--- src/design/bsd_pkg.sv ---
// Shared types and constants for the 24-bit BMP stream decoder.
// No dependencies; imported by every module of the block.
package bsd_pkg;

  localparam int COORD_W = 12;
  localparam int QDEPTH  = 4;
  localparam int QPTR_W  = $clog2(QDEPTH);
  localparam int QCNT_W  = $clog2(QDEPTH + 1);

  typedef enum logic [1:0] {
    KIND_PIX  = 2'd0,
    KIND_DONE = 2'd1,
    KIND_ERR  = 2'd2
  } kind_t;

  typedef enum logic [2:0] {
    ERR_NONE     = 3'd0,
    ERR_PLANES   = 3'd1,
    ERR_BPP      = 3'd2,
    ERR_COMPRESS = 3'd3,
    ERR_CLR_USED = 3'd4,
    ERR_CLR_IMP  = 3'd5,
    ERR_TRUNC    = 3'd6,
    ERR_SIZE     = 3'd7
  } err_t;

  // index of the header byte that completes each checked field
  localparam logic [5:0] HDR_WIDTH_LAST    = 6'd21;
  localparam logic [5:0] HDR_HEIGHT_LAST   = 6'd25;
  localparam logic [5:0] HDR_PLANES_LAST   = 6'd27;
  localparam logic [5:0] HDR_BPP_LAST      = 6'd29;
  localparam logic [5:0] HDR_COMPRESS_LAST = 6'd33;
  localparam logic [5:0] HDR_CLR_USED_LAST = 6'd49;
  localparam logic [5:0] HDR_CLR_IMP_LAST  = 6'd53;

  localparam logic [15:0] REQ_PLANES = 16'd1;
  localparam logic [15:0] REQ_BPP    = 16'd24;

  typedef struct packed {
    logic [7:0] byte_value;
    logic       end_of_file;
  } in_t;

  typedef struct packed {
    kind_t               kind;
    err_t                error_code;
    logic [7:0]          red;
    logic [7:0]          green;
    logic [7:0]          blue;
    logic [COORD_W-1:0]  pixel_row;
    logic [COORD_W-1:0]  pixel_column;
  } out_t;

  // one queued event: an optional pixel followed by an optional done/error
  typedef struct packed {
    logic                pix_vld;
    logic [7:0]          red;
    logic [7:0]          green;
    logic [7:0]          blue;
    logic [COORD_W-1:0]  row;
    logic [COORD_W-1:0]  col;
    logic                tail_vld;
    kind_t               tail_kind;
    err_t                tail_code;
  } ev_t;

  typedef struct packed {
    logic empty;
    logic full;
  } q_stat_t;

endpackage

--- src/design/bsd_front.sv ---
// Front end: parses header bytes, walks pixel rows and builds events.
// Depends on bsd_pkg.
module bsd_front import bsd_pkg::*; #(
  parameter int MAX_WIDTH  = 4096,
  parameter int MAX_HEIGHT = 4096
) (
  input  logic clk,
  input  logic rst_n,
  input  logic acc,
  input  in_t  in_data,
  input  logic cfg_we,
  input  logic cfg_wdata,
  output logic push,
  output ev_t  ev
);

  // at least two bits so the pad count can be taken from the width
  localparam int WW = ($clog2(MAX_WIDTH + 1) < 2) ? 2 : $clog2(MAX_WIDTH + 1);
  localparam int HW = $clog2(MAX_HEIGHT + 1);

  typedef enum logic [1:0] {
    PH_HDR   = 2'd0,
    PH_PIX   = 2'd1,
    PH_DRAIN = 2'd2
  } phase_t;

  phase_t         phase_r, phase_nxt;
  logic [5:0]     hcnt_r, hcnt_nxt;
  logic [31:0]    fs_r, fs_nxt;
  logic [WW-1:0]  width_r, width_nxt;
  logic [HW-1:0]  height_r, height_nxt;
  logic [HW-1:0]  row_r, row_nxt;
  logic [WW-1:0]  col_r, col_nxt;
  logic [1:0]     bip_r, bip_nxt;
  logic [1:0]     pad_r, pad_nxt;
  logic [7:0]     blue_r, blue_nxt;
  logic [7:0]     green_r, green_nxt;
  logic           flip_r;

  logic [HW-1:0]  row_inc;
  logic [WW-1:0]  col_inc;
  logic [HW-1:0]  out_row;
  logic [1:0]     pad_dec;
  logic           do_end_row;

  assign row_inc = row_r + 1'b1;
  assign col_inc = col_r + 1'b1;
  assign out_row = flip_r ? row_r : (height_r - 1'b1 - row_r);
  assign pad_dec = (pad_r == 2'd0) ? 2'd0 : pad_r - 2'd1;

  always_comb begin
    phase_nxt  = phase_r;
    hcnt_nxt   = hcnt_r;
    fs_nxt     = fs_r;
    width_nxt  = width_r;
    height_nxt = height_r;
    row_nxt    = row_r;
    col_nxt    = col_r;
    bip_nxt    = bip_r;
    pad_nxt    = pad_r;
    blue_nxt   = blue_r;
    green_nxt  = green_r;
    do_end_row = 1'b0;
    ev         = '0;
    ev.tail_kind = KIND_DONE;
    ev.tail_code = ERR_NONE;

    if (acc) begin
      unique case (phase_r)
        PH_HDR: begin
          hcnt_nxt = hcnt_r + 6'd1;
          fs_nxt   = {in_data.byte_value, fs_r[31:8]};
          unique case (hcnt_r)
            HDR_WIDTH_LAST: begin
              if (fs_nxt[31] || (fs_nxt > 32'(MAX_WIDTH))) begin
                ev.tail_vld = 1'b1; ev.tail_kind = KIND_ERR; ev.tail_code = ERR_SIZE;
                phase_nxt   = PH_DRAIN;
              end else begin
                width_nxt = fs_nxt[WW-1:0];
              end
            end
            HDR_HEIGHT_LAST: begin
              if (fs_nxt[31] || (fs_nxt > 32'(MAX_HEIGHT))) begin
                ev.tail_vld = 1'b1; ev.tail_kind = KIND_ERR; ev.tail_code = ERR_SIZE;
                phase_nxt   = PH_DRAIN;
              end else begin
                height_nxt = fs_nxt[HW-1:0];
              end
            end
            HDR_PLANES_LAST: begin
              if (fs_nxt[31:16] != REQ_PLANES) begin
                ev.tail_vld = 1'b1; ev.tail_kind = KIND_ERR; ev.tail_code = ERR_PLANES;
                phase_nxt   = PH_DRAIN;
              end
            end
            HDR_BPP_LAST: begin
              if (fs_nxt[31:16] != REQ_BPP) begin
                ev.tail_vld = 1'b1; ev.tail_kind = KIND_ERR; ev.tail_code = ERR_BPP;
                phase_nxt   = PH_DRAIN;
              end
            end
            HDR_COMPRESS_LAST: begin
              if (fs_nxt != 32'd0) begin
                ev.tail_vld = 1'b1; ev.tail_kind = KIND_ERR; ev.tail_code = ERR_COMPRESS;
                phase_nxt   = PH_DRAIN;
              end
            end
            HDR_CLR_USED_LAST: begin
              if (fs_nxt != 32'd0) begin
                ev.tail_vld = 1'b1; ev.tail_kind = KIND_ERR; ev.tail_code = ERR_CLR_USED;
                phase_nxt   = PH_DRAIN;
              end
            end
            HDR_CLR_IMP_LAST: begin
              if (fs_nxt != 32'd0) begin
                ev.tail_vld = 1'b1; ev.tail_kind = KIND_ERR; ev.tail_code = ERR_CLR_IMP;
                phase_nxt   = PH_DRAIN;
              end else if (width_r == '0 || height_r == '0) begin
                ev.tail_vld = 1'b1; ev.tail_kind = KIND_DONE;
                phase_nxt   = PH_DRAIN;
              end else begin
                phase_nxt = PH_PIX;
                row_nxt   = '0;
                col_nxt   = '0;
                bip_nxt   = 2'd0;
                pad_nxt   = 2'd0;
              end
            end
            default: ;
          endcase
        end
        PH_PIX: begin
          if (col_r < width_r) begin
            if (bip_r == 2'd0) begin
              blue_nxt = in_data.byte_value;
              bip_nxt  = 2'd1;
            end else if (bip_r == 2'd1) begin
              green_nxt = in_data.byte_value;
              bip_nxt   = 2'd2;
            end else begin
              ev.pix_vld = 1'b1;
              ev.red     = in_data.byte_value;
              ev.green   = green_r;
              ev.blue    = blue_r;
              ev.row     = COORD_W'(out_row);
              ev.col     = COORD_W'(col_r);
              bip_nxt    = 2'd0;
              col_nxt    = col_inc;
              if (col_inc >= width_r) begin
                pad_nxt = width_r[1:0];
                if (width_r[1:0] == 2'd0) do_end_row = 1'b1;
              end
            end
          end else begin
            pad_nxt = pad_dec;
            if (pad_dec == 2'd0) do_end_row = 1'b1;
          end
          if (do_end_row) begin
            row_nxt = row_inc;
            col_nxt = '0;
            bip_nxt = 2'd0;
            if (row_inc >= height_r) begin
              ev.tail_vld = 1'b1; ev.tail_kind = KIND_DONE;
              phase_nxt   = PH_DRAIN;
            end
          end
        end
        default: ;  // drain: ignore bytes until end of file
      endcase

      if (in_data.end_of_file) begin
        if (phase_nxt != PH_DRAIN) begin
          ev.tail_vld = 1'b1; ev.tail_kind = KIND_ERR; ev.tail_code = ERR_TRUNC;
        end
        phase_nxt = PH_HDR;
        hcnt_nxt  = 6'd0;
        fs_nxt    = 32'd0;
        row_nxt   = '0;
        col_nxt   = '0;
        bip_nxt   = 2'd0;
        pad_nxt   = 2'd0;
      end
    end
  end

  assign push = acc && (ev.pix_vld || ev.tail_vld);

  always_ff @(posedge clk) begin
    if (!rst_n) begin
      phase_r  <= PH_HDR;
      hcnt_r   <= 6'd0;
      fs_r     <= 32'd0;
      width_r  <= '0;
      height_r <= '0;
      row_r    <= '0;
      col_r    <= '0;
      bip_r    <= 2'd0;
      pad_r    <= 2'd0;
      blue_r   <= 8'd0;
      green_r  <= 8'd0;
      flip_r   <= 1'b0;
    end else begin
      phase_r  <= phase_nxt;
      hcnt_r   <= hcnt_nxt;
      fs_r     <= fs_nxt;
      width_r  <= width_nxt;
      height_r <= height_nxt;
      row_r    <= row_nxt;
      col_r    <= col_nxt;
      bip_r    <= bip_nxt;
      pad_r    <= pad_nxt;
      blue_r   <= blue_nxt;
      green_r  <= green_nxt;
      if (cfg_we) flip_r <= cfg_wdata;
    end
  end

endmodule

--- src/design/bsd_fifo.sv ---
// Short event queue between front end and back end.
// Depends on bsd_pkg.
module bsd_fifo import bsd_pkg::*; (
  input  logic    clk,
  input  logic    rst_n,
  input  logic    push,
  input  ev_t     push_ev,
  input  logic    pop,
  output ev_t     head_ev,
  output q_stat_t stat
);

  ev_t               mem_r [QDEPTH];
  logic [QPTR_W-1:0] wr_ptr_r, rd_ptr_r;
  logic [QCNT_W-1:0] cnt_r;

  assign head_ev    = mem_r[rd_ptr_r];
  assign stat.empty = (cnt_r == '0);
  assign stat.full  = (cnt_r == QCNT_W'(QDEPTH));

  always_ff @(posedge clk) begin
    if (push) mem_r[wr_ptr_r] <= push_ev;
  end

  always_ff @(posedge clk) begin
    if (!rst_n) begin
      wr_ptr_r <= '0;
      rd_ptr_r <= '0;
      cnt_r    <= '0;
    end else begin
      if (push) wr_ptr_r <= wr_ptr_r + 1'b1;
      if (pop)  rd_ptr_r <= rd_ptr_r + 1'b1;
      if (push && !pop)      cnt_r <= cnt_r + 1'b1;
      else if (pop && !push) cnt_r <= cnt_r - 1'b1;
    end
  end

endmodule

--- src/design/bsd_back.sv ---
// Back end: splits queued events into result beats behind an output register.
// Depends on bsd_pkg.
module bsd_back import bsd_pkg::*; (
  input  logic    clk,
  input  logic    rst_n,
  input  ev_t     head_ev,
  input  q_stat_t stat,
  output logic    pop,
  output logic    out_valid,
  input  logic    out_ready,
  output out_t    out_data
);

  logic out_valid_r, out_valid_nxt;
  out_t out_r, out_nxt;
  logic half_r, half_nxt;   // pixel of a two-beat event already sent
  logic load;

  assign load = !out_valid_r || out_ready;

  always_comb begin
    out_nxt       = out_r;
    out_valid_nxt = out_valid_r;
    half_nxt      = half_r;
    pop           = 1'b0;
    if (load) begin
      out_valid_nxt = !stat.empty;
      if (!stat.empty) begin
        out_nxt = '0;
        if (head_ev.pix_vld && !half_r) begin
          out_nxt.kind         = KIND_PIX;
          out_nxt.error_code   = ERR_NONE;
          out_nxt.red          = head_ev.red;
          out_nxt.green        = head_ev.green;
          out_nxt.blue         = head_ev.blue;
          out_nxt.pixel_row    = head_ev.row;
          out_nxt.pixel_column = head_ev.col;
          if (head_ev.tail_vld) half_nxt = 1'b1;
          else pop = 1'b1;
        end else begin
          out_nxt.kind       = head_ev.tail_kind;
          out_nxt.error_code = head_ev.tail_code;
          half_nxt           = 1'b0;
          pop                = 1'b1;
        end
      end
    end
  end

  always_ff @(posedge clk) begin
    if (!rst_n) begin
      out_valid_r <= 1'b0;
      half_r      <= 1'b0;
    end else begin
      out_valid_r <= out_valid_nxt;
      half_r      <= half_nxt;
    end
    out_r <= out_nxt;
  end

  assign out_valid = out_valid_r;
  assign out_data  = out_r;

endmodule

--- src/design/bmp24_stream_decoder.sv ---
// Top level of the 24-bit BMP stream decoder: front end, event queue, back end.
// Depends on bsd_pkg, bsd_front, bsd_fifo, bsd_back.
//
//  port group   dir  handshake          payload
//  in_*         in   in_valid/in_ready  in_data (in_t: byte_value, end_of_file)
//  out_*        out  out_valid/out_ready out_data (out_t: kind, code, RGB, row, col)
//  cfg_*        in   cfg_we             cfg_wdata (flip_rows)
//
// One byte is taken per cycle while the four-entry event queue has room; a
// byte's result goes through the event queue and then the output register to out_data.
// A byte that ends both a pixel and the image yields two beats, one per cycle while out_ready is high.
// Synchronous active-low reset; no clearing pass. in_ready falls only when
// the queue is full, so a stalled output side backs up into the input.
module bmp24_stream_decoder import bsd_pkg::*; #(
  parameter int MAX_WIDTH  = 4096,
  parameter int MAX_HEIGHT = 4096
) (
  input  logic clk,
  input  logic rst_n,
  input  logic in_valid,
  output logic in_ready,
  input  in_t  in_data,
  output logic out_valid,
  input  logic out_ready,
  output out_t out_data,
  input  logic cfg_we,
  input  logic cfg_wdata
);

  logic    acc;
  logic    q_push;
  logic    q_pop;
  ev_t     push_ev;
  ev_t     head_ev;
  q_stat_t q_stat;

  assign in_ready = !q_stat.full;
  assign acc      = in_valid && in_ready;

  bsd_front #(
    .MAX_WIDTH  (MAX_WIDTH),
    .MAX_HEIGHT (MAX_HEIGHT)
  ) u_front (
    .clk       (clk),
    .rst_n     (rst_n),
    .acc       (acc),
    .in_data   (in_data),
    .cfg_we    (cfg_we),
    .cfg_wdata (cfg_wdata),
    .push      (q_push),
    .ev        (push_ev)
  );

  bsd_fifo u_fifo (
    .clk     (clk),
    .rst_n   (rst_n),
    .push    (q_push),
    .push_ev (push_ev),
    .pop     (q_pop),
    .head_ev (head_ev),
    .stat    (q_stat)
  );

  bsd_back u_back (
    .clk       (clk),
    .rst_n     (rst_n),
    .head_ev   (head_ev),
    .stat      (q_stat),
    .pop       (q_pop),
    .out_valid (out_valid),
    .out_ready (out_ready),
    .out_data  (out_data)
  );

`ifndef SYNTHESIS
  a_no_push_full: assert property (@(posedge clk) disable iff (!rst_n)
    q_push |-> !q_stat.full) else $error("event pushed into full queue");

  a_no_pop_empty: assert property (@(posedge clk) disable iff (!rst_n)
    q_pop |-> !q_stat.empty) else $error("event popped from empty queue");

  a_code_only_err: assert property (@(posedge clk) disable iff (!rst_n)
    (out_valid && out_data.kind != KIND_ERR) |-> out_data.error_code == ERR_NONE)
    else $error("error code on non-error beat");

  a_status_zero: assert property (@(posedge clk) disable iff (!rst_n)
    (out_valid && out_data.kind != KIND_PIX) |->
      (out_data.red == 8'd0 && out_data.green == 8'd0 && out_data.blue == 8'd0 &&
       out_data.pixel_row == '0 && out_data.pixel_column == '0))
    else $error("pixel fields set on status beat");
`endif

endmodule

--- config.mk ---
export PLATFORM = sky130hd
export DESIGN_NAME = bmp24_stream_decoder
export DESIGN_NICKNAME = d
export VERILOG_FILES = /design/src/design/bsd_pkg.sv /design/src/design/bsd_front.sv /design/src/design/bsd_fifo.sv /design/src/design/bsd_back.sv /design/src/design/bmp24_stream_decoder.sv
export SDC_FILE = /design/constraint.sdc
export NUM_CORES = 1
export LEC_CHECK = 0
export ABC_AREA = 1
export BUFFER_PORTS_ARGS = -buffer_cell sky130_fd_sc_hd__buf_2
export CORE_ASPECT_RATIO = 1.2
export CORE_MARGIN = 2
export CORE_UTILIZATION = 56
export DETAILED_ROUTE_END_ITERATION = 7
export PLACE_DENSITY_LB_ADDON = 0.15
export SYNTH_ARGS = -nofsm -noshare
export SYNTH_HDL_FRONTEND = slang
export SYNTH_SLANG_ARGS = --single-unit
--- constraint.sdc ---
create_clock -name clk -period 7.5 [get_ports clk]
set_clock_uncertainty 0.05 [all_clocks]
set_input_delay 0.375 -clock clk [delete_from_list [all_inputs] [get_ports clk]]
set_output_delay 0.375 -clock clk [all_outputs]
set_load 0.01 [all_outputs]
**After elaboration in Yosys (flattened, before gate mapping)**

Memories as Yosys holds them, arrays and structs flattened. A register that Yosys moved wholly into a read port is not among the register bits.
Index checks and enable logic that the tools add are counted.
Widths: inputs -> output; s select.

- Input port bits: 15
- Logic and storage cells: 191
- Bits in registers: 175
- Output and inout port bits: 55
- Memory bits (read-only): 0
- Latch bits: 0
- Memories kept: 1
- RAM bits: 220

Memory list:

| memory | depth | width | read ports | clocked after Yosys merged registers in | write ports | RTL line | source |
|---|---|---|---|---|---|---|---|
| u_fifo.mem_r | 4 | 55 | 1 | 1 | 1 | bsd_fifo.sv:13 | `ev_t mem_r [QDEPTH];` |

- Bitwise gates (word level): 3
- Muxes and demuxes: 85
- Div/mod/pow operators: 0
- Shift operators: 0
- Eq/ne operators: 24
- $mul: 0
- $add $sub $neg: 10
- Reduce and logical (&&, ||, !) cells: 40
- Magnitude comparators: 4

Operators by type and width:

| kind | number |
|---|---|
| $mux 49 | 4 |
| $mux 13 | 10 |
| $mux 32 | 2 |
| $mux 55 | 1 |
| $mux 6 | 9 |
| $mux 2 | 26 |
| $pmux 13 s2 | 2 |
| $pmux 6 s6 | 1 |
| $gt 32x13->1 const B | 1 |
| $reduce_bool 32->1 | 1 |
| $add 13x1->13 const B | 2 |
| $ge 13x13->1 | 2 |
| $logic_not 13->1 | 2 |
| $eq 6x5->1 const B | 4 |
| $mux 3 | 8 |
| $ne 4x4->1 const B | 5 |
| $eq 6x6->1 const B | 3 |
| $mux 1 | 16 |
| $ne 16x1->1 const B | 1 |
| $ne 16x5->1 const B | 1 |
| $reduce_and 8->1 | 2 |
| $lt 13x13->1 | 1 |
| $mux 12 | 1 |
| $pmux 2 s2 | 3 |
| other kinds (29) | 58 |

**Logic depth before layout (Yosys ltp)**

Gate-level depths: netlist of run 1.

- Depth in word-level cells: 21
- Mapped depth: 29
- Mapped depth without buffers: 29

**By module**

A second synthesis of run 1 with hierarchy kept.

- Cell total of the unflattened synthesis: 1831
- Area total of the unflattened synthesis: 17697.0 µm²

By module, submodules not included:

| module | cells each | seq. area each (µm²) | instances | area each (µm²) |
|---|---|---|---|---|
| bsd_fifo | 590 | 6786.5 | 1 | 8594.5 |
| bsd_front | 1057 | 2102.0 | 1 | 6875.3 |
| bsd_back | 181 | 1631.6 | 1 | 2213.4 |
| bmp24_stream_decoder | 3 | 0.0 | 1 | 13.8 |

**Worst setup path after synthesis of run 1**

OpenSTA, ideal clock, no wires.

- Path kind: reg-to-reg
- From: register u_front.row_r[0]
- To: memory u_fifo.mem_r[0][0] (netlist bit), enable pin
- Setup time: 0.552 ns
- Cell stages (with the launch flop): 22
- Path slack: 0.170 ns
- Required time: 6.898 ns
- Path buffers: 0
- Period minus slack after synthesis: 7.330 ns
- Arrival: 6.728 ns
- Cell sequence: dfxtp_1 > inv_1 > nor3_1 > nand3_1 > nor3_1 > nand2_1 > nor3_1 > xor2_1 > inv_1 > ha_1 > nand2_1 > nor2_1 > inv_1 > nor2_1 > nand2_1 > nand3_1 > nand2_1 > inv_1 > nand3_1 > nand3_1 > nand3_2 > a21boi_0

- Longest elaborated chain between the ends: 14
- Elaborated cells on any way between the ends: 17
- Those cells by class: 1 x add/sub; 1 x order compare; 1 x eq/ne; 12 x mux; 2 x reduce/logical

Ends and longest elaborated chain:

| item | RTL line | source |
|---|---|---|
| from (decl) | bsd_front.sv:32 | `logic [HW-1:0] row_r, row_nxt;` |
| from (signal assigned) | bsd_front.sv:208 | `row_r <= row_nxt;` |
| $add 13x1->13 * | bsd_front.sv:46 | `assign row_inc = row_r + 1'b1;` |
| $ge 13x13->1 * | bsd_front.sv:162 | `if (row_inc >= height_r) begin` |
| $mux 2 | bsd_front.sv:162 |  |
| $mux 2 | bsd_front.sv:158 | `if (do_end_row) begin` |
| $pmux 2 s2 | bsd_front.sv:69 | `unique case (phase_r)` |
| $mux 2 | bsd_front.sv:68 | `if (acc) begin` |
| $ne 2x2->1 | bsd_front.sv:172 | `if (phase_nxt != PH_DRAIN) begin` |
| $mux 6 | bsd_front.sv:172 |  |
| $mux 6 * | bsd_front.sv:171 | `if (in_data.end_of_file) begin` |
| $mux 55 * | bsd_front.sv:68 |  |
| $logic_or 1x1->1 * | bsd_front.sv:186 | `assign push = acc && (ev.pix_vld \|\| ev.tail_vld);` |
| $logic_and 1x1->1 * | bsd_front.sv:186 |  |
| $mux 1 * | bsd_fifo.sv:22 | `if (push) mem_r[wr_ptr_r] <= push_ev;` |
| $mux 1 (not written as such) * | bsd_fifo.sv:22 |  |
| to (decl) | bsd_fifo.sv:13 |  |

Every way passes the cells marked *; elsewhere a longest branch is shown, timed or not. The select of a mux whose other input is x is not followed.

**Worst setup path after layout of run 1**

- From: register u_front.row_r[0]
- To: memory u_fifo.mem_r[2][20] (netlist bit), enable pin

The elaborated chain is that of the path after synthesis.

==> reports/metrics.yaml, run 1 <==
rows: 70
synth_ff_type: "edfxtp_1"
synth_mux_area_share_pct: 0
yosysMostFrequentCell: "nor2_1"
diodes: 0
coreArea_um2: 30600
ant_nets: 0
crit_fanout: 31
cp.required_ns: 7.63
setup.worst_path.end_class: "register"
cts_resized: 0
drive_gt1_share_pct: 9.28
synth_simple_gate_area_share_pct: 16.2
die_x_um: 165
timing.setup.tns_ns: 0
cts.path.max_buffers: 3
synthesis.nets: 1882
rsz0062_at_grt: "no"
cts_root_buf: "clkbuf_16"
synth_xor_area_share_pct: 1.21
synth_top_family_by_area: "simple AND/OR/NAND/NOR gates"
synth_fa_ha_area_share_pct: 4.47
cts_max_level: 2
maxSlewHeadroom_pct: 25.2
crit_family: "simple AND/OR/NAND/NOR gates"
period_share_pct: 68.9
routabilityCongestion: 0.875
crit_type: "reg -> reg"
ys_ff_latch: 389
wire_per_inst_um: 17.3
clk_latency_ns: 0.54
path_buf_inv: 5
async_flop_share_pct: 0
tightest_slew_ns: 1.12
synth-edff-count: 273
nets: 1930
fill_cells: 2425
grt_max_degree: 107
dp_hpwl_um: 24900
hold_buffers: 0
grt_pass1_wl_um: 63000
netlist_top_cells_count: "373 x nor2_1, 273 x edfxtp_1, 203 x nand2_1"
min_period_ns: 5.17
post-cts-setup-buffers: 0
clk_pin_slew_ns: 0.06
cp.arrival_ns: 5.30
vias_per_cell: 5.54
area_delta_synth_final_pct: 11.6
grt_use_total_pct: 24.8
antenna_found_initial: 0
hold_path.class: "in -> reg"
power.leakage_nw: 7.62
drc: 0
numCtsBuffers: 39
synthesis.instances: 1806
finalHoldViolations: 0
grt_overflow: 0
finalPower_mw: 5.96
status: "complete, no violations"
die-area_um2: 32500
synth.distinct_cells: 40
grt_pass1_vias: 12200
die_y_um: 197
dr.pass1.iters: 5
io_pins: 70
drtIter0Drc: 1042
start_util_pct: 56.9
drv_slew: 0
cts_tree: "built"
synth_top_cell_by_area: "edfxtp_1"
fmax_ghz: 0.193
setup_viol: 0
max-vdd-ir-drop_uv: 255
yosys.area.top_type_share_pct: 47.1
p_per_area_nw_per_um2: 307
cpMaxStageDelayCell: "a21boi_4"
cap_violations: 0
crit_chain: "inv_1 -> nor3_1 -> nand3_1 -> nor3_1 -> nand2_1 -> nor3_1 -> xor2_1 -> inv_1 -> ha_1 -> nand2_1 -> nor2_1 -> inv_1 -> nor2_1 -> nand2_1 -> nand3_1 -> nand2_1 -> inv_1 -> nand3_1 -> nand3_1 -> nand3_2 -> a21boi_4 -> buf_4"
cp-start-kind: "register"
ys_seq_area_share_pct: 60.4
critPathMaxStageDelay_ns: 0.87
yosys_warnings: 0
yosys-top-cells-area: "edfxtp_1 47%, dfxtp_1 13%, nor2_1 8.0%"
num_vias: 12600
numPortBuffers: 69
synth_compound_area_share_pct: 12.0
clock-sinks: 389
synth.avg_cell_area_um2: 9.64
syn_area_um2: 17400
routed_wl_um: 39500
[worst register-to-register path: stages (launching register included)]
cell	delay, ns
dfxtp_1	0.38
inv_1	0.10
nor3_1	0.32
nand3_1	0.16
nor3_1	0.27
nand2_1	0.14
nor3_1	0.19
xor2_1	0.17
inv_1	0.08
ha_1	0.30
nand2_1	0.07
nor2_1	0.14
inv_1	0.06
nor2_1	0.09
nand2_1	0.06
nand3_1	0.12
nand2_1	0.06
inv_1	0.05
nand3_1	0.15
nand3_1	0.14
nand3_2	0.26
a21boi_4	0.87
buf_4	0.56
[state kept, by name, indices dropped and copies added (netlist names), 2 cells and up, named ones only]
name	cells
u_fifo.cnt_r	3
u_front.phase_r	2
u_front.row_r	13
u_front.green_r	8
u_front.hcnt_r	6
u_fifo.mem_r	220
u_front.width_r	13
u_front.bip_r	2
u_front.col_r	13
u_front.fs_r	24
u_fifo.wr_ptr_r	2
u_fifo.rd_ptr_r	2
u_front.height_r	13
u_front.pad_r	2
u_back.out_data	53
u_front.blue_r	8
[cells in the final DEF, fill, tap and decap left out, types with 5 or more instances in the layout]
cell       netlist  final
nand2_1        203    202
nand4_1         10     10
nor2_1         373    373
clkbuf_16        0     40
buf_4            0     18
dfxtp_1        116    114
clkinv_2         0      7
a21oi_1        159    159
o22ai_1          7      7
a211oi_1        45     45
ha_1            59     59
edfxtp_1       273    273
o21ai_0        152    151
xor2_1          23     23
clkbuf_1        66      8
buf_2            6     69
inv_2            4      5
inv_1          174    173
nor3_1          15     15
nand3_1         68     68
[logic make-up (layout without fill, tap and decap cells)]
| family | Yosys count | after routing |
|---|---|---|
| fa+ha+maj | 61 | 61 |
| simple gates | 691 | 691 |
| compound gates | 383 | 383 |
| xor+xnor | 24 | 24 |
| buf+inv | 258 | 337 |
| flops | 389 | 389 |
[layer usage]
metal | up-vias | GRT usage, % | routed length [um]
li1 | 6220 | - | -
met1 | 5984 | 31.5 | 16500
met2 | 350 | 43.3 | 19800
met3 | 77 | 3.74 | 2160
met4 | 0 | 8.34 | 1040
met5 | - | 0 | 0
[where the power goes]
group | switching, mW | internal [mW]
sequential | 0.101 | 2.59
clock | 0.814 | 1.14
combinational | 0.922 | 0.390
[final timing paths]
check                                  from                             end  slack, ns  cells past startpoint
max           u_front.row_r[0]$_SDFFE_PN0P_   u_fifo.mem_r[2][20]$_DFFE_PP_       2.33                     22
min                               cfg_wdata     u_front.flip_r$_SDFFE_PN0P_       0.04                      3
max reg2reg   u_front.row_r[0]$_SDFFE_PN0P_   u_fifo.mem_r[2][20]$_DFFE_PP_       2.33                     22
min reg2reg  u_front.blue_r[7]$_SDFFE_PN0P_  u_front.blue_r[7]$_SDFFE_PN0P_       0.41                      2
[stage by stage]
step | hold slack, ns | util (%) | setup WS, ns | cells | instance area (um^2)
6_report | 0.0374 | 63.6 | 2.33 | 2281 | 19400
3_5_place_dp | 0.399 | 59.3 | 2.35 | 2209 | 18100
4_1_cts | 0.0243 | 63.6 | 2.33 | 2281 | 19400
2_1_floorplan | 0.380 | - | 0.170 | 1806 | 17400
3_3_place_gp | 0.391 | 59.3 | 2.38 | 2209 | 18100
5_1_grt | 0.0438 | 63.6 | 1.69 | 2281 | 19400
[area by class of cell]
class / instances / area (um^2) / share of cell area (%)
timing repair buffer: 87 / 480 / 2.47
clock inverter: 22 / 235 / 1.21
tap: 396 / 495 / 2.55
sequential: 389 / 10500 / 54.2
multi-input combinational: 1159 / 5960 / 30.7
inverter: 178 / 668 / 3.44
clock buffer: 50 / 1060 / 5.45
Power figures use the tool's default switching activity.
==> run 2: changes to the inputs <==
--- a/config.mk
+++ b/config.mk
@@ -5,7 +5,7 @@
 export SDC_FILE = /design/constraint.sdc
 export NUM_CORES = 1
 export LEC_CHECK = 0
-export ABC_AREA = 1
+export ABC_AREA = 0
 export BUFFER_PORTS_ARGS = -buffer_cell sky130_fd_sc_hd__buf_2
 export CORE_ASPECT_RATIO = 1.2
 export CORE_MARGIN = 2
==> constraint.sdc (replaced) <==
create_clock -name clk -period 4.6 [get_ports clk]
set_clock_uncertainty 0.05 [all_clocks]
set_input_delay 0.23 -clock clk [delete_from_list [all_inputs] [get_ports clk]]
set_output_delay 0.23 -clock clk [all_outputs]
set_load 0.01 [all_outputs]
==> reports/metrics.yaml, run 2 <==
layout_common_cells: "273 x edfxtp_1, 123 x nor2b_1, 110 x dfxtp_1, 69 x buf_2, 58 x nor2_1"  # was 373 x nor2_1, 273 x edfxtp_1, 202 x nand2_1, 173 x inv_1, 159 x a21oi_1
antenna_found_initial: 0  # unchanged
seqCellArea_um2: 10500  # about the same
drv_slew: 0  # unchanged
fill_cells: 2321  # was 2,425
largest_reg_flops: 220  # unchanged
clock-sinks: 389  # unchanged
final_common_cell: "edfxtp_1"  # was nor2_1
syn_area_um2: 17200  # was 17,400 um^2
io_pins: 70  # unchanged
critPathMaxStageDelay_ns: 0.43  # was 0.87 ns
finalHoldViolations: 0  # unchanged
met3_length_um: 1220  # was 2160 um
die_x_um: 164  # was 165 um
drt-met1-wl_um: 15300  # was 16,500 um
clk_latency_ns: 0.54  # about the same
rows: 70  # unchanged
min_path_cells: 3  # unchanged
yosys-top-cells-area: "edfxtp_1 48%, dfxtp_1 14%, mux4_2 7.2%"  # was edfxtp_1 47%, dfxtp_1 13%, nor2_1 8.0%
drtIter0Drc: 725  # was 1,042
crit_type: "reg -> reg"  # unchanged
cts_root_buf: "clkbuf_16"  # unchanged
hold_end: "u_front.green_r[1]$_SDFFE_PN0P_"  # was u_front.flip_r$_SDFFE_PN0P_
die-area_um2: 32100  # was 32,500 um^2
drive_gt1_share_pct: 18.6  # was 9.28%
netlist_top_cells_count: "273 x edfxtp_1, 123 x nor2b_1, 116 x dfxtp_1"  # was 373 x nor2_1, 273 x edfxtp_1, 203 x nand2_1
grt_overflow: 0  # unchanged
synth_simple_gate_area_share_pct: 12.8  # was 16.2%
ant_nets: 0  # unchanged
place_inst: 1704  # was 2,209
cp-start-kind: "register"  # unchanged
synth.avg_cell_area_um2: 13.6  # was 9.64 um^2
crit_family: "simple AND/OR/NAND/NOR gates"  # unchanged
path_buf_inv: 2  # was 5
dp_hpwl_um: 22600  # was 24,900 um
status: "complete, no violations"  # unchanged
cap_violations: 0  # unchanged
worstReg2RegEnd: "u_fifo.cnt_r[2]$_SDFFE_PN0P_"  # was u_fifo.mem_r[2][20]$_DFFE_PP_
synth_top_cell_by_area: "edfxtp_1"  # unchanged
ys_ff_latch: 389  # unchanged
reg2regPathDepth: 20  # was 22
preCtsSetupSlack_ns: 0.0330  # was 2.35 ns
diodes: 0  # unchanged
routed_wl_um: 35200  # was 39,500 um
grt_max_degree: 56  # was 107
crit_chain: "ha_1 -> and3_2 -> and3_2 -> and3_4 -> and3_4 -> xnor2_2 -> ha_1 -> a21o_1 -> a21o_1 -> a221oi_2 -> buf_4 -> o31a_1 -> o21bai_2 -> nand3_2 -> ha_2 -> inv_1 -> fa_1 -> xor2_1 -> or3_1 -> a21boi_2"  # was inv_1 -> nor3_1 -> nand3_1 -> nor3_1 -> nand2_1 -> nor3_1 -> xor2_1 -> inv_1 -> ha_1 -> nand2_1 -> nor2_1 -> inv_1 -> nor2_1 -> nand2_1 -> nand3_1 -> nand2_1 -> inv_1 -> nand3_1 -> nand3_1 -> nand3_2 -> a21boi_4 -> buf_4
ys_seq_area_share_pct: 61.3  # was 60.4%
numCtsBuffers: 39  # unchanged
vias_per_cell: 5.67  # was 5.54
synth.distinct_cells: 71  # was 40
routabilityCongestion: 0.840  # was 0.875
largest_register: "u_fifo.mem_r"  # unchanged
setup.worst_path.end_class: "register"  # unchanged
die_y_um: 196  # was 197 um
post-route-util_pct: 64.3  # was 63.6%
hold_ws_ns: 0.0526  # was 0.0374 ns
synth_fa_ha_area_share_pct: 4.54  # was 4.47%
coreArea_um2: 30300  # was 30,600 um^2
min_from: "in_data[2]"  # was cfg_wdata
yosys_warnings: 0  # unchanged
num_vias: 10100  # was 12,600
start_util_pct: 56.6  # was 56.9%
grt_pass1_wl_um: 56200  # was 63,000 um
wire_per_inst_um: 19.8  # was 17.3 um
switching_power_mw: 2.34  # was 1.84 mW
grt_pass1_vias: 10200  # was 12,200
fmax_ghz: 0.230  # was 0.193 GHz
synthesis.nets: 1341  # was 1,882
tightest_slew_ns: 0.902  # was 1.12 ns
p_seq_share_pct: 47.8  # was 45.2%
synth_mux_area_share_pct: 10.4  # was 0%
dr.pass1.iters: 4  # was 5
yosys.area.top_type_share_pct: 47.8  # was 47.1%
multi_input_area_um2: 6310  # was 5960 um^2
synth_ff_type: "edfxtp_1"  # unchanged
p_sw_share_pct: 25.6  # was 30.8%
grt_use_total_pct: 22.7  # was 24.8%
numPortBuffers: 69  # unchanged
cts_tree: "built"  # unchanged
synth_compound_area_share_pct: 6.56  # was 12.0%
period_share_pct: 94.5  # was 68.9%
area_delta_synth_final_pct: 13.6  # was 11.6%
r2r_setup_slack_ns: 0.25  # was 2.33 ns
power.leakage_nw: 7.12  # was 7.62 nW
maxSlewHeadroom_pct: 39.8  # was 25.2%
finalPower_mw: 9.13  # was 5.96 mW
synth_xor_area_share_pct: 1.99  # was 1.21%
max-vdd-ir-drop_uv: 358  # was 255 uV
cts.path.max_buffers: 3  # unchanged
clk_pin_slew_ns: 0.06  # about the same
p_per_area_nw_per_um2: 468  # was 307 nW/um^2
min_period_ns: 4.35  # was 5.17 ns
cpMaxStageDelayCell: "fa_1"  # was a21boi_4
cp.required_ns: 5.02  # was 7.63 ns
power.internal_mw: 6.79  # was 4.12 mW
drc: 0  # unchanged
met2_length_um: 17800  # was 19,800 um
clock_power_share_pct: 34.9  # was 32.8%
async_flop_share_pct: 0  # unchanged
synth-edff-count: 273  # unchanged
p_comb_share_pct: 17.3  # was 22.0%
nets: 1430  # was 1,930
hold_path.class: "in -> reg"  # unchanged
synthesis.instances: 1265  # was 1,806
cp.arrival_ns: 4.77  # was 5.30 ns
setup_ws_ns: 0.255  # was 2.33 ns
synth_top_family_by_area: "simple AND/OR/NAND/NOR gates"  # unchanged
yosysMostFrequentCell: "edfxtp_1"  # was nor2_1
cts_max_level: 2  # unchanged
setup_viol: 0  # unchanged
instances_no_fill: 1781  # was 2,281
crit_fanout: 4  # was 31
r2r_start: "u_front.row_r[0]$_SDFFE_PN0P_"  # unchanged
routed.top_layer: "met4"  # unchanged
run 2: timing repair:
action,4_1_cts,5_1_grt
endpoints found under the setup margin,1,2
pin swaps,0,7
setup buffers,0,2
hold buffers,3,0
endpoints found under the hold margin,2,0
resized for setup,1,26
run 2: per-layer routing:
metal  GRT usage [%]  vias to the layer above
li1                -                     4848
met1            30.6                     5015
met2            38.8                      178
met3            3.09                       50
met4            6.66                        0
met5               0                        -
run 2: power groups by stage:
stage / combinational [mW] / sequential, mW / clock (mW)
final: 1.58 / 4.36 / 3.18
after global routing: 1.74 / 4.41 / 3.37
after CTS: 1.62 / 4.37 / 3.24
after detailed placement: 1.61 / 4.44 / 0
after global placement: 1.59 / 4.43 / 0
after floorplan: 0.923 / 4.54 / 0
run 2: worst max-delay path by stage:
stage / start / endpoint / slack [ns] / cells after the start
final: u_front.row_r[0]$_SDFFE_PN0P_ / u_fifo.cnt_r[2]$_SDFFE_PN0P_ / 0.25 / 20
after global routing: u_front.col_r[0]$_SDFFE_PN0P_ / u_fifo.cnt_r[2]$_SDFFE_PN0P_ / -0.02 / 20
after CTS: u_front.row_r[0]$_SDFFE_PN0P_ / u_fifo.cnt_r[2]$_SDFFE_PN0P_ / 0.04 / 20
after detailed placement: u_front.col_r[0]$_SDFFE_PN0P_ / u_fifo.cnt_r[2]$_SDFFE_PN0P_ / 0.03 / 21
after global placement: u_front.row_r[0]$_SDFFE_PN0P_ / u_fifo.cnt_r[2]$_SDFFE_PN0P_ / 0.11 / 20
after floorplan: u_front.col_r[0]$_SDFFE_PN0P_ / u_fifo.cnt_r[2]$_SDFFE_PN0P_ / 0.16 / 21
run 2: logic make-up after synthesis:
kind of cell,after synthesis
AND/OR/NAND/NOR,393
flip-flops,389
AO/OA/AOI/OAI,166
multiplexers,109
buffers and inverters,108
adder cells (fa/ha/maj),61
XOR/XNOR,39
run 2: cell type report:
class,instances,share of cell area [%]
tap,396,2.54
multi-input combinational,768,32.4
clock inverter,15,0.996
clock buffer,57,5.63
inverter,54,1.04
timing repair buffer,102,3.34
sequential,389,54.1
run 2: tightest hold or removal path, delay by kind of cell:
kind / cells / cell delay [ns]
and+or+nand+nor: 1 / 0.05
muxes: 1 / 0.14
buffers and inverters: 1 / 0.16
run 2: stage by stage:
stage | instance area (um^2) | TNS, ns
after floorplan | 17200 | 0
after global placement | 18100 | 0
after detailed placement | 18100 | 0
after CTS | 19400 | 0
after global routing | 19500 | -0.0161
final | 19500 | 0
==> run 3: changes to the inputs <==
--- a/config.mk
+++ b/config.mk
@@ -9,9 +9,10 @@
 export BUFFER_PORTS_ARGS = -buffer_cell sky130_fd_sc_hd__buf_2
 export CORE_ASPECT_RATIO = 1.2
 export CORE_MARGIN = 2
-export CORE_UTILIZATION = 56
+export CORE_UTILIZATION = 60
 export DETAILED_ROUTE_END_ITERATION = 7
 export PLACE_DENSITY_LB_ADDON = 0.15
+export SKIP_LAST_GASP = 1
 export SYNTH_ARGS = -nofsm -noshare
 export SYNTH_HDL_FRONTEND = slang
 export SYNTH_SLANG_ARGS = --single-unit
==> constraint.sdc (replaced) <==
create_clock -name clk -period 4.2 [get_ports clk]
set_clock_uncertainty 0.05 [all_clocks]
set_input_delay 0.21 -clock clk [delete_from_list [all_inputs] [get_ports clk]]
set_output_delay 0.21 -clock clk [all_outputs]
set_load 0.01 [all_outputs]
==> reports/metrics.yaml, run 3 (same netlist as run 2, synthesis figures left out) <==
layout_common_cells: "273 x edfxtp_1, 123 x nor2b_1, 106 x dfxtp_1, 69 x buf_2"  # was 273 x edfxtp_1, 123 x nor2b_1, 110 x dfxtp_1, 69 x buf_2, 58 x nor2_1
largest_register: "u_fifo.mem_r"  # unchanged
dp_hpwl_um: 22000  # was 22,600 um
reg2regPathDepth: 21  # was 20
antenna_found_initial: 0  # unchanged
clk_pin_slew_ns: 0.06  # about the same
drtIter0Drc: 674  # was 725
place_inst: 1702  # was 1,704
cts_root_buf: "clkbuf_16"  # unchanged
fin_area_um2: 19800  # was 19,500 um^2
drc: 0  # unchanged
coreArea_um2: 28000  # was 30,300 um^2
wire_per_inst_um: 19.5  # was 19.8 um
routed_wl_um: 35000  # was 35,200 um
cts_tree: "built"  # unchanged
nets: 1461  # was 1,430
cap_violations: 0  # unchanged
min_from: "in_data[2]"  # unchanged
min_period_ns: 4.09  # was 4.35 ns
period_share_pct: 97.4  # was 94.5%
cts_max_level: 2  # unchanged
max-vdd-ir-drop_uv: 445  # was 358 uV
diodes: 0  # unchanged
cts.path.max_buffers: 3  # unchanged
clock-sinks: 389  # unchanged
p_sw_share_pct: 25.9  # was 25.6%
cp-start-kind: "register"  # unchanged
setup_viol: 0  # unchanged
num_vias: 10300  # was 10,100
dr.pass1.iters: 7  # was 4
power.internal_mw: 7.23  # was 6.79 mW
worstReg2RegEnd: "u_fifo.cnt_r[2]$_SDFFE_PN0P_"  # unchanged
hold_end: "u_front.fs_r[25]$_SDFFE_PN0P_"  # was u_front.green_r[1]$_SDFFE_PN0P_
vias_per_cell: 5.77  # was 5.67
tightest_slew_ns: 0.977  # was 0.902 ns
die_y_um: 189  # was 196 um
area_delta_synth_final_pct: 15.1  # was 13.6%
numPortBuffers: 69  # unchanged
grt_pass1_wl_um: 55900  # was 56,200 um
timing.setup.tns_ns: 0  # unchanged
grt_overflow: 0  # unchanged
setup.worst_path.end_class: "register"  # unchanged
drv_slew: 0  # unchanged
power.leakage_nw: 7.25  # was 7.12 nW
rows: 67  # was 70
grt_pass1_vias: 10400  # was 10,200
r2r_setup_slack_ns: 0.11  # was 0.25 ns
maxSlewHeadroom_pct: 34.9  # was 39.8%
clk_latency_ns: 0.53  # was 0.54 ns
cp.arrival_ns: 4.49  # was 4.77 ns
crit_fanout: 4  # unchanged
numCtsBuffers: 38  # was 39
grt_max_degree: 64  # was 56
final_common_cell: "edfxtp_1"  # unchanged
fmax_ghz: 0.244  # was 0.230 GHz
status: "complete, no violations"  # unchanged
die_x_um: 158  # was 164 um
drive_gt1_share_pct: 21.2  # was 18.6%
p_seq_share_pct: 49.1  # was 47.8%
p_comb_share_pct: 17.8  # was 17.3%
largest_reg_flops: 220  # unchanged
switching_power_mw: 2.52  # was 2.34 mW
grt_use_total_pct: 24.0  # was 22.7%
die-area_um2: 30000  # was 32,100 um^2
clock_power_share_pct: 33.0  # was 34.9%
crit_type: "reg -> reg"  # unchanged
placed_area_um2: 18200  # was 18,100 um^2
cp.required_ns: 4.60  # was 5.02 ns
r2r_start: "u_front.col_r[3]$_SDFFE_PN0P_"  # was u_front.row_r[0]$_SDFFE_PN0P_
ant_nets: 0  # unchanged
instances_no_fill: 1792  # was 1,781
start_util_pct: 61.3  # was 56.6%
min_path_cells: 3  # unchanged
p_per_area_nw_per_um2: 494  # was 468 nW/um^2
io_pins: 70  # unchanged
hold_path.class: "in -> reg"  # unchanged
finalHoldViolations: 0  # unchanged
routabilityCongestion: 0.869  # was 0.840
[run 3: cell types whose count changed in the layout (fill, tap and decap cells not counted), sizes merged]
cell,previous run,this run
bufinv,4,1
clkinv,9,8
buf,99,131
clkinvlp,0,1
clkbuf,57,56
[run 3: area by class of cell]
cell class | instances | area [um^2]
Sequential cell | 389 | 10500
Fill cell | 1963 | 8250
Timing Repair Buffer | 134 | 891
Tap cell | 379 | 474
Inverter | 54 | 203
Clock buffer | 56 | 1080
Clock inverter | 12 | 97.6
Multi-Input combinational cell | 768 | 6460
[run 3: timing repair]
| item | 4_1_cts | 5_1_grt |
|---|---|---|
| endpoints found under the setup margin | 1 | 184 |
| resized for setup | 6 | 34 |
| endpoints found under the hold margin | 2 | 0 |
| setup buffers | 7 | 12 |
| hold buffers | 3 | 0 |
| pin swaps | 6 | 25 |
[run 3: metal layers]
layer / vias up / global-route usage [%] / share of wire (%)
met2: 232 / 40.9 / 51
li1: 4918 / - / -
met5: - / 0 / 0
met3: 52 / 2.93 / 3.6
met4: 0 / 7.24 / 2.5
met1: 5130 / 32.5 / 43
[run 3: how the worst max path moves through the flow]
stage / slack [ns] / startpoint / endpoint / depth (start not counted)
after floorplan: 0.01 / u_front.col_r[0]$_SDFFE_PN0P_ / u_fifo.cnt_r[2]$_SDFFE_PN0P_ / 21
after global placement: 0.04 / u_front.col_r[1]$_SDFFE_PN0P_ / u_fifo.cnt_r[2]$_SDFFE_PN0P_ / 20
after detailed placement: -0.1 / u_front.col_r[1]$_SDFFE_PN0P_ / u_fifo.cnt_r[2]$_SDFFE_PN0P_ / 21
after CTS: 0.00003 / u_front.row_r[0]$_SDFFE_PN0P_ / u_fifo.cnt_r[2]$_SDFFE_PN0P_ / 19
after global routing: -0.11 / u_front.col_r[3]$_SDFFE_PN0P_ / u_fifo.cnt_r[2]$_SDFFE_PN0P_ / 21
final: 0.11 / u_front.col_r[3]$_SDFFE_PN0P_ / u_fifo.cnt_r[2]$_SDFFE_PN0P_ / 21
[run 3: critical path: stages (launching register included)]
cell      delay (ns)
dfxtp_4         0.35
nand3_1         0.08
nor2_2          0.15
and3_4          0.22
and3_4          0.20
nand3_2         0.09
xnor2_2         0.17
ha_1            0.33
a211oi_2        0.09
buf_4           0.15
a21oi_4         0.17
nand3_4         0.11
mux2_4          0.30
o31a_1          0.25
o21bai_2        0.18
nand3_2         0.14
ha_4            0.19
inv_1           0.07
fa_2            0.22
xor2_2          0.08
or3_1           0.31
a21boi_1        0.12
[run 3: power groups by stage]
stage          Clock (mW)  Combinational [mW]  Sequential (mW)
6_report             3.22                1.74             4.79
5_1_grt              3.43                1.91             4.84
4_1_cts              3.27                1.77             4.80
3_5_place_dp            0                1.76             4.88
3_3_place_gp            0                1.72             4.87
2_1_floorplan           0                1.01             4.97
[run 3: metrics by stage]
stage	total power, mW	hold slack, ns	utilization, %	setup slack (ns)
after global placement	6.59	0.402	65.1	0.0421
after CTS	9.84	0.0125	69.6	0.0000333
after global routing	10.2	0.0254	70.5	-0.113
after detailed placement	6.64	0.415	65.1	-0.0992
final	9.75	0.0242	70.5	0.109
after floorplan	5.98	0.329	-	0.0123
